--- src/hw/rtl/pgc_pkg.sv ---
// Shared types, constants and helper functions of the pose gesture classifier.
package pgc_pkg;

    localparam int COORD_WIDTH  = 16;
    localparam int CORDIC_STEPS = 16;
    localparam int NUM_POINTS   = 7;
    localparam int IDX_W        = 3;
    localparam int FIELD_W      = 16;
    localparam int DIFF_W       = COORD_WIDTH + 1;
    localparam int PROD_W       = 2 * DIFF_W;
    localparam int CW           = PROD_W + 4;
    localparam int ANG_W        = 27;
    localparam int STEP_W       = (CORDIC_STEPS > 1) ? $clog2(CORDIC_STEPS) : 1;
    localparam int DEG          = 65536;

    typedef logic [COORD_WIDTH-1:0]   coord_t;
    typedef logic signed [DIFF_W-1:0] diff_t;
    typedef logic signed [ANG_W-1:0]  ang_t;

    typedef struct packed {
        logic start;
        logic missing;
    } ang_req_t;

    typedef struct packed {
        logic done;
        logic busy;
    } ang_rsp_t;

    localparam logic [1:0] ANG_SL = 2'd0;
    localparam logic [1:0] ANG_EL = 2'd1;
    localparam logic [1:0] ANG_SR = 2'd2;
    localparam logic [1:0] ANG_ER = 2'd3;

    localparam logic [IDX_W-1:0] PT_NECK       = 3'd0;
    localparam logic [IDX_W-1:0] PT_L_SHOULDER = 3'd1;
    localparam logic [IDX_W-1:0] PT_L_ELBOW    = 3'd2;
    localparam logic [IDX_W-1:0] PT_L_WRIST    = 3'd3;
    localparam logic [IDX_W-1:0] PT_R_SHOULDER = 3'd4;
    localparam logic [IDX_W-1:0] PT_R_ELBOW    = 3'd5;
    localparam logic [IDX_W-1:0] PT_R_WRIST    = 3'd6;

    localparam ang_t LIM_70  = ANG_W'(70 * DEG);
    localparam ang_t LIM_90  = ANG_W'(90 * DEG);
    localparam ang_t LIM_100 = ANG_W'(100 * DEG);
    localparam ang_t LIM_110 = ANG_W'(110 * DEG);
    localparam ang_t LIM_140 = ANG_W'(140 * DEG);
    localparam ang_t LIM_160 = ANG_W'(160 * DEG);
    localparam ang_t LIM_180 = ANG_W'(180 * DEG);
    localparam ang_t LIM_181 = ANG_W'(181 * DEG);

    // First point, vertex and last point of each of the four angles.
    function automatic logic [IDX_W-1:0] pt_a(input logic [1:0] k);
        logic [IDX_W-1:0] r;
        case (k)
            ANG_SL:  r = PT_NECK;
            ANG_EL:  r = PT_L_SHOULDER;
            ANG_SR:  r = PT_NECK;
            ANG_ER:  r = PT_R_SHOULDER;
            default: r = PT_NECK;
        endcase
        return r;
    endfunction

    function automatic logic [IDX_W-1:0] pt_b(input logic [1:0] k);
        logic [IDX_W-1:0] r;
        case (k)
            ANG_SL:  r = PT_L_SHOULDER;
            ANG_EL:  r = PT_L_ELBOW;
            ANG_SR:  r = PT_R_SHOULDER;
            ANG_ER:  r = PT_R_ELBOW;
            default: r = PT_L_SHOULDER;
        endcase
        return r;
    endfunction

    function automatic logic [IDX_W-1:0] pt_c(input logic [1:0] k);
        logic [IDX_W-1:0] r;
        case (k)
            ANG_SL:  r = PT_L_ELBOW;
            ANG_EL:  r = PT_L_WRIST;
            ANG_SR:  r = PT_R_ELBOW;
            ANG_ER:  r = PT_R_WRIST;
            default: r = PT_L_ELBOW;
        endcase
        return r;
    endfunction

    // Rounded atan(2^-i) in units of 1/65536 degree.
    function automatic ang_t atan_entry(input logic [4:0] i);
        ang_t r;
        case (i)
            5'd0:    r = ANG_W'(2949120);
            5'd1:    r = ANG_W'(1740967);
            5'd2:    r = ANG_W'(919879);
            5'd3:    r = ANG_W'(466945);
            5'd4:    r = ANG_W'(234379);
            5'd5:    r = ANG_W'(117304);
            5'd6:    r = ANG_W'(58666);
            5'd7:    r = ANG_W'(29335);
            5'd8:    r = ANG_W'(14668);
            5'd9:    r = ANG_W'(7334);
            5'd10:   r = ANG_W'(3667);
            5'd11:   r = ANG_W'(1833);
            5'd12:   r = ANG_W'(917);
            5'd13:   r = ANG_W'(458);
            5'd14:   r = ANG_W'(229);
            5'd15:   r = ANG_W'(115);
            5'd16:   r = ANG_W'(57);
            5'd17:   r = ANG_W'(29);
            5'd18:   r = ANG_W'(14);
            5'd19:   r = ANG_W'(7);
            5'd20:   r = ANG_W'(4);
            5'd21:   r = ANG_W'(2);
            5'd22:   r = ANG_W'(1);
            default: r = '0;
        endcase
        return r;
    endfunction

    function automatic ang_t ang_abs(input ang_t a);
        return a[ANG_W-1] ? -a : a;
    endfunction

    function automatic logic arm_up(input ang_t s, input ang_t e);
        return (s > LIM_90) && (s < LIM_140) && (ang_abs(e) > LIM_100);
    endfunction

    function automatic logic elbow_up(input ang_t s, input ang_t e);
        ang_t m;
        m = ang_abs(s);
        return (m >= LIM_160) && (m < LIM_181) && (e >= LIM_70) && (e < LIM_110);
    endfunction

endpackage

--- src/hw/rtl/pose_gesture_classifier_core.sv ---
// Top level of the pose gesture classifier: keypoint store, sequencer and result register.
// Items are accepted only while the sequencer is idle. An item with last starts four angle
// evaluations in turn on one shared multiplier and CORDIC; an angle with a missing point
// skips both and gives zero. The result is then loaded once the output register is free.
// Reset clears the presence flags, the sequencer and the result valid; coordinates are not reset.
module pose_gesture_classifier_core (
    input  logic                        aclk,
    input  logic                        aresetn,
    input  logic                        s_valid,
    output logic                        s_ready,
    input  logic [pgc_pkg::IDX_W-1:0]   s_point_index,
    input  logic [pgc_pkg::FIELD_W-1:0] s_pos_x,
    input  logic [pgc_pkg::FIELD_W-1:0] s_pos_y,
    input  logic                        s_present,
    input  logic                        s_last,
    output logic                        m_valid,
    input  logic                        m_ready,
    output logic                        m_left_arm_up,
    output logic                        m_right_arm_up,
    output logic                        m_left_elbow_up,
    output logic                        m_right_elbow_up
);

    localparam logic [2:0] T_IDLE  = 3'd0;
    localparam logic [2:0] T_RDB   = 3'd1;
    localparam logic [2:0] T_RDA   = 3'd2;
    localparam logic [2:0] T_RDC   = 3'd3;
    localparam logic [2:0] T_START = 3'd4;
    localparam logic [2:0] T_WAIT  = 3'd5;
    localparam logic [2:0] T_OUT   = 3'd6;

    logic [2:0]                         state_reg, state_next;
    logic [1:0]                         k_reg, k_next;
    logic [pgc_pkg::NUM_POINTS-1:0]     pres_reg, pres_next;
    logic                               m_valid_reg, m_valid_next;
    pgc_pkg::coord_t                    x_store_reg [pgc_pkg::NUM_POINTS];
    pgc_pkg::coord_t                    y_store_reg [pgc_pkg::NUM_POINTS];
    pgc_pkg::coord_t                    bx_reg, by_reg;
    pgc_pkg::diff_t                     ux_reg, uy_reg, vx_reg, vy_reg;
    pgc_pkg::ang_t                      ang_reg [4];
    logic                               lau_reg, rau_reg, leu_reg, reu_reg;

    logic                               s_fire, out_load;
    logic [pgc_pkg::IDX_W-1:0]          rd_idx;
    pgc_pkg::coord_t                    rd_x, rd_y;
    pgc_pkg::diff_t                     diff_x, diff_y;
    pgc_pkg::ang_req_t                  ang_req;
    pgc_pkg::ang_rsp_t                  ang_rsp;
    pgc_pkg::ang_t                      ang_val;

    assign s_ready  = (state_reg == T_IDLE);
    assign s_fire   = s_valid && s_ready;
    assign out_load = (state_reg == T_OUT) && (!m_valid_reg || m_ready);

    always_comb begin
        case (state_reg)
            T_RDB:   rd_idx = pgc_pkg::pt_b(k_reg);
            T_RDA:   rd_idx = pgc_pkg::pt_a(k_reg);
            default: rd_idx = pgc_pkg::pt_c(k_reg);
        endcase
    end

    assign rd_x   = x_store_reg[rd_idx];
    assign rd_y   = y_store_reg[rd_idx];
    assign diff_x = $signed({1'b0, rd_x}) - $signed({1'b0, bx_reg});
    assign diff_y = $signed({1'b0, rd_y}) - $signed({1'b0, by_reg});

    assign ang_req.start   = (state_reg == T_START);
    assign ang_req.missing = !(pres_reg[pgc_pkg::pt_a(k_reg)] && pres_reg[pgc_pkg::pt_b(k_reg)]
                               && pres_reg[pgc_pkg::pt_c(k_reg)]);

    pgc_angle_unit u_angle (
        .aclk    (aclk),
        .aresetn (aresetn),
        .req     (ang_req),
        .ux      (ux_reg),
        .uy      (uy_reg),
        .vx      (vx_reg),
        .vy      (vy_reg),
        .rsp     (ang_rsp),
        .angle   (ang_val)
    );

    always_comb begin
        state_next   = state_reg;
        k_next       = k_reg;
        pres_next    = pres_reg;
        m_valid_next = m_valid_reg;
        if (m_valid_reg && m_ready) begin
            m_valid_next = 1'b0;
        end
        case (state_reg)
            T_IDLE: begin
                k_next = '0;
                if (s_fire) begin
                    if (s_point_index < pgc_pkg::IDX_W'(pgc_pkg::NUM_POINTS)) begin
                        pres_next[s_point_index] = s_present;
                    end
                    if (s_last) begin
                        state_next = T_RDB;
                    end
                end
            end
            T_RDB:   state_next = T_RDA;
            T_RDA:   state_next = T_RDC;
            T_RDC:   state_next = T_START;
            T_START: state_next = T_WAIT;
            T_WAIT: begin
                if (ang_rsp.done) begin
                    k_next     = k_reg + 2'd1;
                    state_next = (k_reg == pgc_pkg::ANG_ER) ? T_OUT : T_RDB;
                end
            end
            T_OUT: begin
                if (out_load) begin
                    m_valid_next = 1'b1;
                    pres_next    = '0;
                    state_next   = T_IDLE;
                end
            end
            default: begin
                state_next = T_IDLE;
            end
        endcase
    end

    always_ff @(posedge aclk) begin
        if (!aresetn) begin
            state_reg   <= T_IDLE;
            k_reg       <= '0;
            pres_reg    <= '0;
            m_valid_reg <= 1'b0;
        end else begin
            state_reg   <= state_next;
            k_reg       <= k_next;
            pres_reg    <= pres_next;
            m_valid_reg <= m_valid_next;
        end
    end

    always_ff @(posedge aclk) begin
        if (s_fire && (s_point_index < pgc_pkg::IDX_W'(pgc_pkg::NUM_POINTS))) begin
            x_store_reg[s_point_index] <= pgc_pkg::COORD_WIDTH'(s_pos_x);
            y_store_reg[s_point_index] <= pgc_pkg::COORD_WIDTH'(s_pos_y);
        end
        if (state_reg == T_RDB) begin
            bx_reg <= rd_x;
            by_reg <= rd_y;
        end
        if (state_reg == T_RDA) begin
            ux_reg <= diff_x;
            uy_reg <= diff_y;
        end
        if (state_reg == T_RDC) begin
            vx_reg <= diff_x;
            vy_reg <= diff_y;
        end
        if ((state_reg == T_WAIT) && ang_rsp.done) begin
            ang_reg[k_reg] <= ang_val;
        end
        if (out_load) begin
            lau_reg <= pgc_pkg::arm_up(ang_reg[pgc_pkg::ANG_SL], ang_reg[pgc_pkg::ANG_EL]);
            rau_reg <= pgc_pkg::arm_up(-ang_reg[pgc_pkg::ANG_SR], ang_reg[pgc_pkg::ANG_ER]);
            leu_reg <= pgc_pkg::elbow_up(ang_reg[pgc_pkg::ANG_SL], ang_reg[pgc_pkg::ANG_EL]);
            reu_reg <= pgc_pkg::elbow_up(ang_reg[pgc_pkg::ANG_SR], -ang_reg[pgc_pkg::ANG_ER]);
        end
    end

    assign m_valid          = m_valid_reg;
    assign m_left_arm_up    = lau_reg;
    assign m_right_arm_up   = rau_reg;
    assign m_left_elbow_up  = leu_reg;
    assign m_right_elbow_up = reu_reg;

    // The presence flags are all clear once a result has been loaded.
    a_pres_cleared: assert property (@(posedge aclk) disable iff (!aresetn)
        out_load |=> (pres_reg == '0))
        else $error("presence flags not cleared after a result");

    // The angle unit only finishes while the sequencer is waiting for it.
    a_done_in_wait: assert property (@(posedge aclk) disable iff (!aresetn)
        ang_rsp.done |-> (state_reg == T_WAIT))
        else $error("angle unit finished outside the wait state");

    // A new evaluation never starts while the angle unit is still busy.
    a_start_idle: assert property (@(posedge aclk) disable iff (!aresetn)
        ang_req.start |-> !ang_rsp.busy)
        else $error("angle evaluation started while the unit was busy");

    // A result appears only after all four angles are done.
    a_rose_after_out: assert property (@(posedge aclk) disable iff (!aresetn)
        $rose(m_valid_reg) |-> ($past(state_reg) == T_OUT) && ($past(k_reg) == pgc_pkg::ANG_SL))
        else $error("result valid without a completed pose");

endmodule

--- src/hw/rtl/pgc_angle_unit.sv ---
// Shared multiplier and iterative CORDIC that turn two vectors into a vertex angle.
module pgc_angle_unit (
    input  logic              aclk,
    input  logic              aresetn,
    input  pgc_pkg::ang_req_t req,
    input  pgc_pkg::diff_t    ux,
    input  pgc_pkg::diff_t    uy,
    input  pgc_pkg::diff_t    vx,
    input  pgc_pkg::diff_t    vy,
    output pgc_pkg::ang_rsp_t rsp,
    output pgc_pkg::ang_t     angle
);

    localparam logic [2:0] A_IDLE = 3'd0;
    localparam logic [2:0] A_MUL  = 3'd1;
    localparam logic [2:0] A_PRE  = 3'd2;
    localparam logic [2:0] A_ITER = 3'd3;
    localparam logic [2:0] A_DONE = 3'd4;

    logic [2:0]                        state_reg, state_next;
    logic [2:0]                        cnt_reg, cnt_next;
    logic [pgc_pkg::STEP_W-1:0]        step_reg, step_next;
    logic signed [pgc_pkg::PROD_W-1:0] prod_reg, prod_next;
    logic signed [pgc_pkg::CW-1:0]     x_reg, x_next;
    logic signed [pgc_pkg::CW-1:0]     y_reg, y_next;
    pgc_pkg::ang_t                     z_reg, z_next;

    pgc_pkg::diff_t                    mul_a, mul_b;
    logic signed [pgc_pkg::CW-1:0]     prod_ext, dx, dy;
    pgc_pkg::ang_t                     tab;

    assign prod_ext = pgc_pkg::CW'(prod_reg);
    assign dx       = y_reg >>> step_reg;
    assign dy       = x_reg >>> step_reg;
    assign tab      = pgc_pkg::atan_entry(5'(step_reg));

    always_comb begin
        case (cnt_reg[1:0])
            2'd0:    begin mul_a = ux; mul_b = vy; end
            2'd1:    begin mul_a = uy; mul_b = vx; end
            2'd2:    begin mul_a = ux; mul_b = vx; end
            default: begin mul_a = uy; mul_b = vy; end
        endcase
    end

    always_comb begin
        state_next = state_reg;
        cnt_next   = cnt_reg;
        step_next  = step_reg;
        prod_next  = pgc_pkg::PROD_W'(mul_a) * pgc_pkg::PROD_W'(mul_b);
        x_next     = x_reg;
        y_next     = y_reg;
        z_next     = z_reg;
        case (state_reg)
            A_IDLE: begin
                cnt_next = '0;
                if (req.start) begin
                    if (req.missing) begin
                        z_next     = '0;
                        state_next = A_DONE;
                    end else begin
                        state_next = A_MUL;
                    end
                end
            end
            A_MUL: begin
                cnt_next = cnt_reg + 3'd1;
                case (cnt_reg)
                    3'd1:    y_next = prod_ext;
                    3'd2:    y_next = y_reg - prod_ext;
                    3'd3:    x_next = prod_ext;
                    3'd4:    x_next = x_reg + prod_ext;
                    default: ;
                endcase
                if (cnt_reg == 3'd4) begin
                    state_next = A_PRE;
                end
            end
            A_PRE: begin
                step_next = '0;
                if (y_reg == '0) begin
                    z_next     = x_reg[pgc_pkg::CW-1] ? pgc_pkg::LIM_180 : '0;
                    state_next = A_DONE;
                end else if (x_reg == '0) begin
                    z_next     = y_reg[pgc_pkg::CW-1] ? -pgc_pkg::LIM_90 : pgc_pkg::LIM_90;
                    state_next = A_DONE;
                end else if (x_reg[pgc_pkg::CW-1]) begin
                    z_next     = y_reg[pgc_pkg::CW-1] ? -pgc_pkg::LIM_180 : pgc_pkg::LIM_180;
                    x_next     = -x_reg;
                    y_next     = -y_reg;
                    state_next = A_ITER;
                end else begin
                    z_next     = '0;
                    state_next = A_ITER;
                end
            end
            A_ITER: begin
                step_next = step_reg + pgc_pkg::STEP_W'(1);
                if (!y_reg[pgc_pkg::CW-1]) begin
                    x_next = x_reg + dx;
                    y_next = y_reg - dy;
                    z_next = z_reg + tab;
                end else begin
                    x_next = x_reg - dx;
                    y_next = y_reg + dy;
                    z_next = z_reg - tab;
                end
                if (step_reg == pgc_pkg::STEP_W'(pgc_pkg::CORDIC_STEPS - 1)) begin
                    state_next = A_DONE;
                end
            end
            A_DONE: begin
                state_next = A_IDLE;
            end
            default: begin
                state_next = A_IDLE;
            end
        endcase
    end

    always_ff @(posedge aclk) begin
        if (!aresetn) begin
            state_reg <= A_IDLE;
            cnt_reg   <= '0;
            step_reg  <= '0;
        end else begin
            state_reg <= state_next;
            cnt_reg   <= cnt_next;
            step_reg  <= step_next;
        end
    end

    always_ff @(posedge aclk) begin
        prod_reg <= prod_next;
        x_reg    <= x_next;
        y_reg    <= y_next;
        z_reg    <= z_next;
    end

    assign rsp.done = (state_reg == A_DONE);
    assign rsp.busy = (state_reg != A_IDLE);
    assign angle    = z_reg;

endmodule

--- config.mk ---
export PLATFORM = sky130hd
export DESIGN_NAME = pose_gesture_classifier_core
export DESIGN_NICKNAME = d
export VERILOG_FILES = /design/src/hw/rtl/pgc_pkg.sv /design/src/hw/rtl/pose_gesture_classifier_core.sv /design/src/hw/rtl/pgc_angle_unit.sv
export SDC_FILE = /design/constraint.sdc
export NUM_CORES = 2
export LEC_CHECK = 0
export BUFFER_PORTS_ARGS = -buffer_cell sky130_fd_sc_hd__buf_2
export CAP_MARGIN = 10
export CORE_ASPECT_RATIO = 1.4
export CORE_MARGIN = 4
export CORE_UTILIZATION = 30
export DETAILED_ROUTE_END_ITERATION = 6
export SYNTH_ARGS = -nofsm -noshare
export SYNTH_HDL_FRONTEND = slang
export SYNTH_HIERARCHICAL = 1
export SYNTH_SLANG_ARGS = --single-unit
export TNS_END_PERCENT = 30
--- constraint.sdc ---
create_clock -name aclk -period 22.1 [get_ports aclk]
set_input_delay 3.315 -clock aclk [delete_from_list [all_inputs] [get_ports aclk]]
set_output_delay 3.315 -clock aclk [all_outputs]
set_load 0.02 [all_outputs]
==> flow_summary.toml <==
[grt]
gr-usage-all-layers = 0.1618
grt_pass1_vias = 42983
grt_start_max_net_pins = 73
grt_pass1_wl_um = 242000
antenna_found_initial = 10
grt-ovfl-total = 0

[floorplan]
die_area_mm2 = 0.1864
die_w_um = 366.1
rows = 183
start_util = 0.3023
dieHeight_um = 509.3
coreArea_mm2 = 0.1781
io_pins = 47

[routing]
routed_wl_um = 154900
drt_iter0_markers = 2896
drc = 0
drt.antenna.violating_nets = 0
vias = 42524
wl_per_cell_um = 19.31
first_pass_iters = 6
viasPerCell = 5.300

[worst_setup_path]
cpPeakStageDelay_ns = 0.90
worstSetupPathType = "flop to flop"
cp_max_fo = 33
slowest_stage = "mux2i_1"
cp-start-kind = "flop"
cp-end-kind = "flop"
worst_ep_arrival_time_ns = 8.93
worstPathRequired_ns = 22.67
rr_worst_depth = 28

[clock_network]
clk_latency_ns = 0.68
ctsHoldBuffers = 0
clockRootBuffer = "clkbuf_16"
cts.path.max_buffers = 3
cts.sinks = 618
cts_resized = 0
post-cts-setup-buffer-count = 0
clk_pin_slew_worst_paths_ns = 0.06
cts_buffers = 70
cts_tree = "yes"
htreeDepth = 3

[final_layout]
fin_area_mm2 = 0.05901
final_nets = 6313
syn_to_final_growth_pct = 9.584
layout-drive-gt1-share = 0.08148

[place]
numPortBuffers = 46
placed_area_mm2 = 0.05669
gp_congestion = 0.9550
dp_hpwl_um = 118100

[sta]
slew_viol_final = 0
rsz0062_at_grt = "no"
hold_viol_final = 0
finalSetupTns_ns = 0
max-slew-margin-rel = 0.2381
finalCritPeriodShare = 0.3783
setup_viol = 0
min_period_ns = 8.360
clock.fmax_mhz = 119.6
worst_pin_slew_ns = 1.111
finalClockSkew_ns = 0.05393

[synth]
avgSynthCellArea_um2 = 9.428
synth-seq-cells = 618
syn_inst = 5712
seq_area_frac_synth = 0.3299
synthFlopType = "edfxtp_1"
syn-num-nets = 6374
ys_warn_count = 6
ys_types = 98
netlist_area_mm2 = 0.05385
synth_edf_count = 539
synth-async-reset-ratio = 0

[status]
status = "complete, no violations"

[flow_run]
maxCapViolations = 0

[hold_path]
hold_path_class = "flop to flop"
whs_path_depth = 2
cells in the mapped netlist (63+ instances only):
master / n / share of area
nand2_1: 646 / 0.045
edfxtp_1: 539 / 0.30
nor2_1: 522 / 0.036
inv_1: 507 / 0.035
a21oi_1: 400 / 0.037
ha_1: 318 / 0.074
fa_1: 303 / 0.11
o21ai_0: 269 / 0.025
xnor2_1: 233 / 0.038
clkbuf_1: 185 / 0.013
nand3_1: 147 / 0.014
mux2i_1: 129 / 0.024
xor2_1: 111 / 0.018
nor3_1: 108 / 0.010
a21o_1: 83 / 0.012
dfxtp_1: 79 / 0.029
mux2_2: 77 / 0.016
a31oi_1: 68 / 0.0079
nand2b_1: 63 / 0.0073
cell families after synthesis:
family                   share of synthesized area
XOR/XNOR                                   0.05637
adder cells (fa/ha/maj)                     0.1867
AO/OA/AOI/OAI                               0.1503
multiplexers                               0.06726
flip-flops                                  0.3299
buffers and inverters                      0.05369
AND/OR/NAND/NOR                             0.1557
cells in the final DEF (no fill, tap or decap), types with 36 or more instances in the layout:
| cell type | n |
|---|---|
| nand2_1 | 645 |
| edfxtp_1 | 539 |
| nor2_1 | 511 |
| inv_1 | 507 |
| a21oi_1 | 397 |
| ha_1 | 318 |
| fa_1 | 303 |
| o21ai_0 | 269 |
| xnor2_1 | 233 |
| nand3_1 | 147 |
| mux2i_1 | 128 |
| xor2_1 | 111 |
| nor3_1 | 106 |
| a21o_1 | 83 |
| mux2_2 | 77 |
| dfxtp_1 | 74 |
| clkbuf_16 | 71 |
| a31oi_1 | 68 |
| buf_4 | 66 |
| nand2b_1 | 61 |
| mux4_2 | 58 |
| a211oi_1 | 54 |
| nor2b_1 | 52 |
| buf_2 | 46 |
| nor4_1 | 42 |
| o21a_1 | 41 |
| or3_1 | 38 |
| o211ai_1 | 36 |
worst paths after layout:
check                              end  slack (ns)                from
setup / recovery  u_angle/prod_reg[32]       13.74  u_angle/cnt_reg[0]
hold / removal             pres_reg[6]        0.47         pres_reg[6]
setup reg to reg  u_angle/prod_reg[32]       13.74  u_angle/cnt_reg[0]
hold reg to reg            pres_reg[6]        0.47         pres_reg[6]
final cells by class:
| class | count | area (um^2) |
|---|---|---|
| flip-flops and latches | 618 | 17780 |
| clock buffers | 83 | 1852 |
| well taps | 2312 | 2893 |
| diodes | 4 | 10.01 |
| clock inverters | 45 | 464.2 |
| repair buffers | 112 | 725.7 |
| inverters | 510 | 1914 |
| multi-input cells | 4339 | 33370 |
| fillers | 18161 | 119100 |
worst max-delay path: cells and delay by family, from the launching register on:
family / cells / cell delay [ns]
buffers and inverters: 6 / 0.71
AOI/OAI and AO/OA: 8 / 1.90
and+or+nand+nor: 4 / 0.64
DFF: 1 / 0.40
xor gates and xnor gates: 1 / 0.13
muxes: 1 / 0.90
adders and majority gates: 8 / 3.51
metal layers:
metal,vias up,track usage,part of all wire
li1,20196,-,-
met3,348,0.02111,0.046
met4,10,0.07677,0.051
met5,-,0,0.00032
met2,1123,0.2952,0.50
met1,20847,0.1877,0.40
per-stage QoR:
step                      hold WS [ns]    util  setup slack (ns)  cells
after floorplan                 0.4365       -             14.62   5712
after global placement          0.4535  0.3182             13.78   7891
after detailed placement        0.4615  0.3182             13.72   7891
after CTS                       0.4694  0.3312             13.73   8019
after global routing            0.4917  0.3312             13.21   8020
final                           0.4677  0.3313             13.74   8023
Power is left out: the tool's default activity adds up to more than one toggle a clock period on the data nets, which glitch-free logic cannot reach.
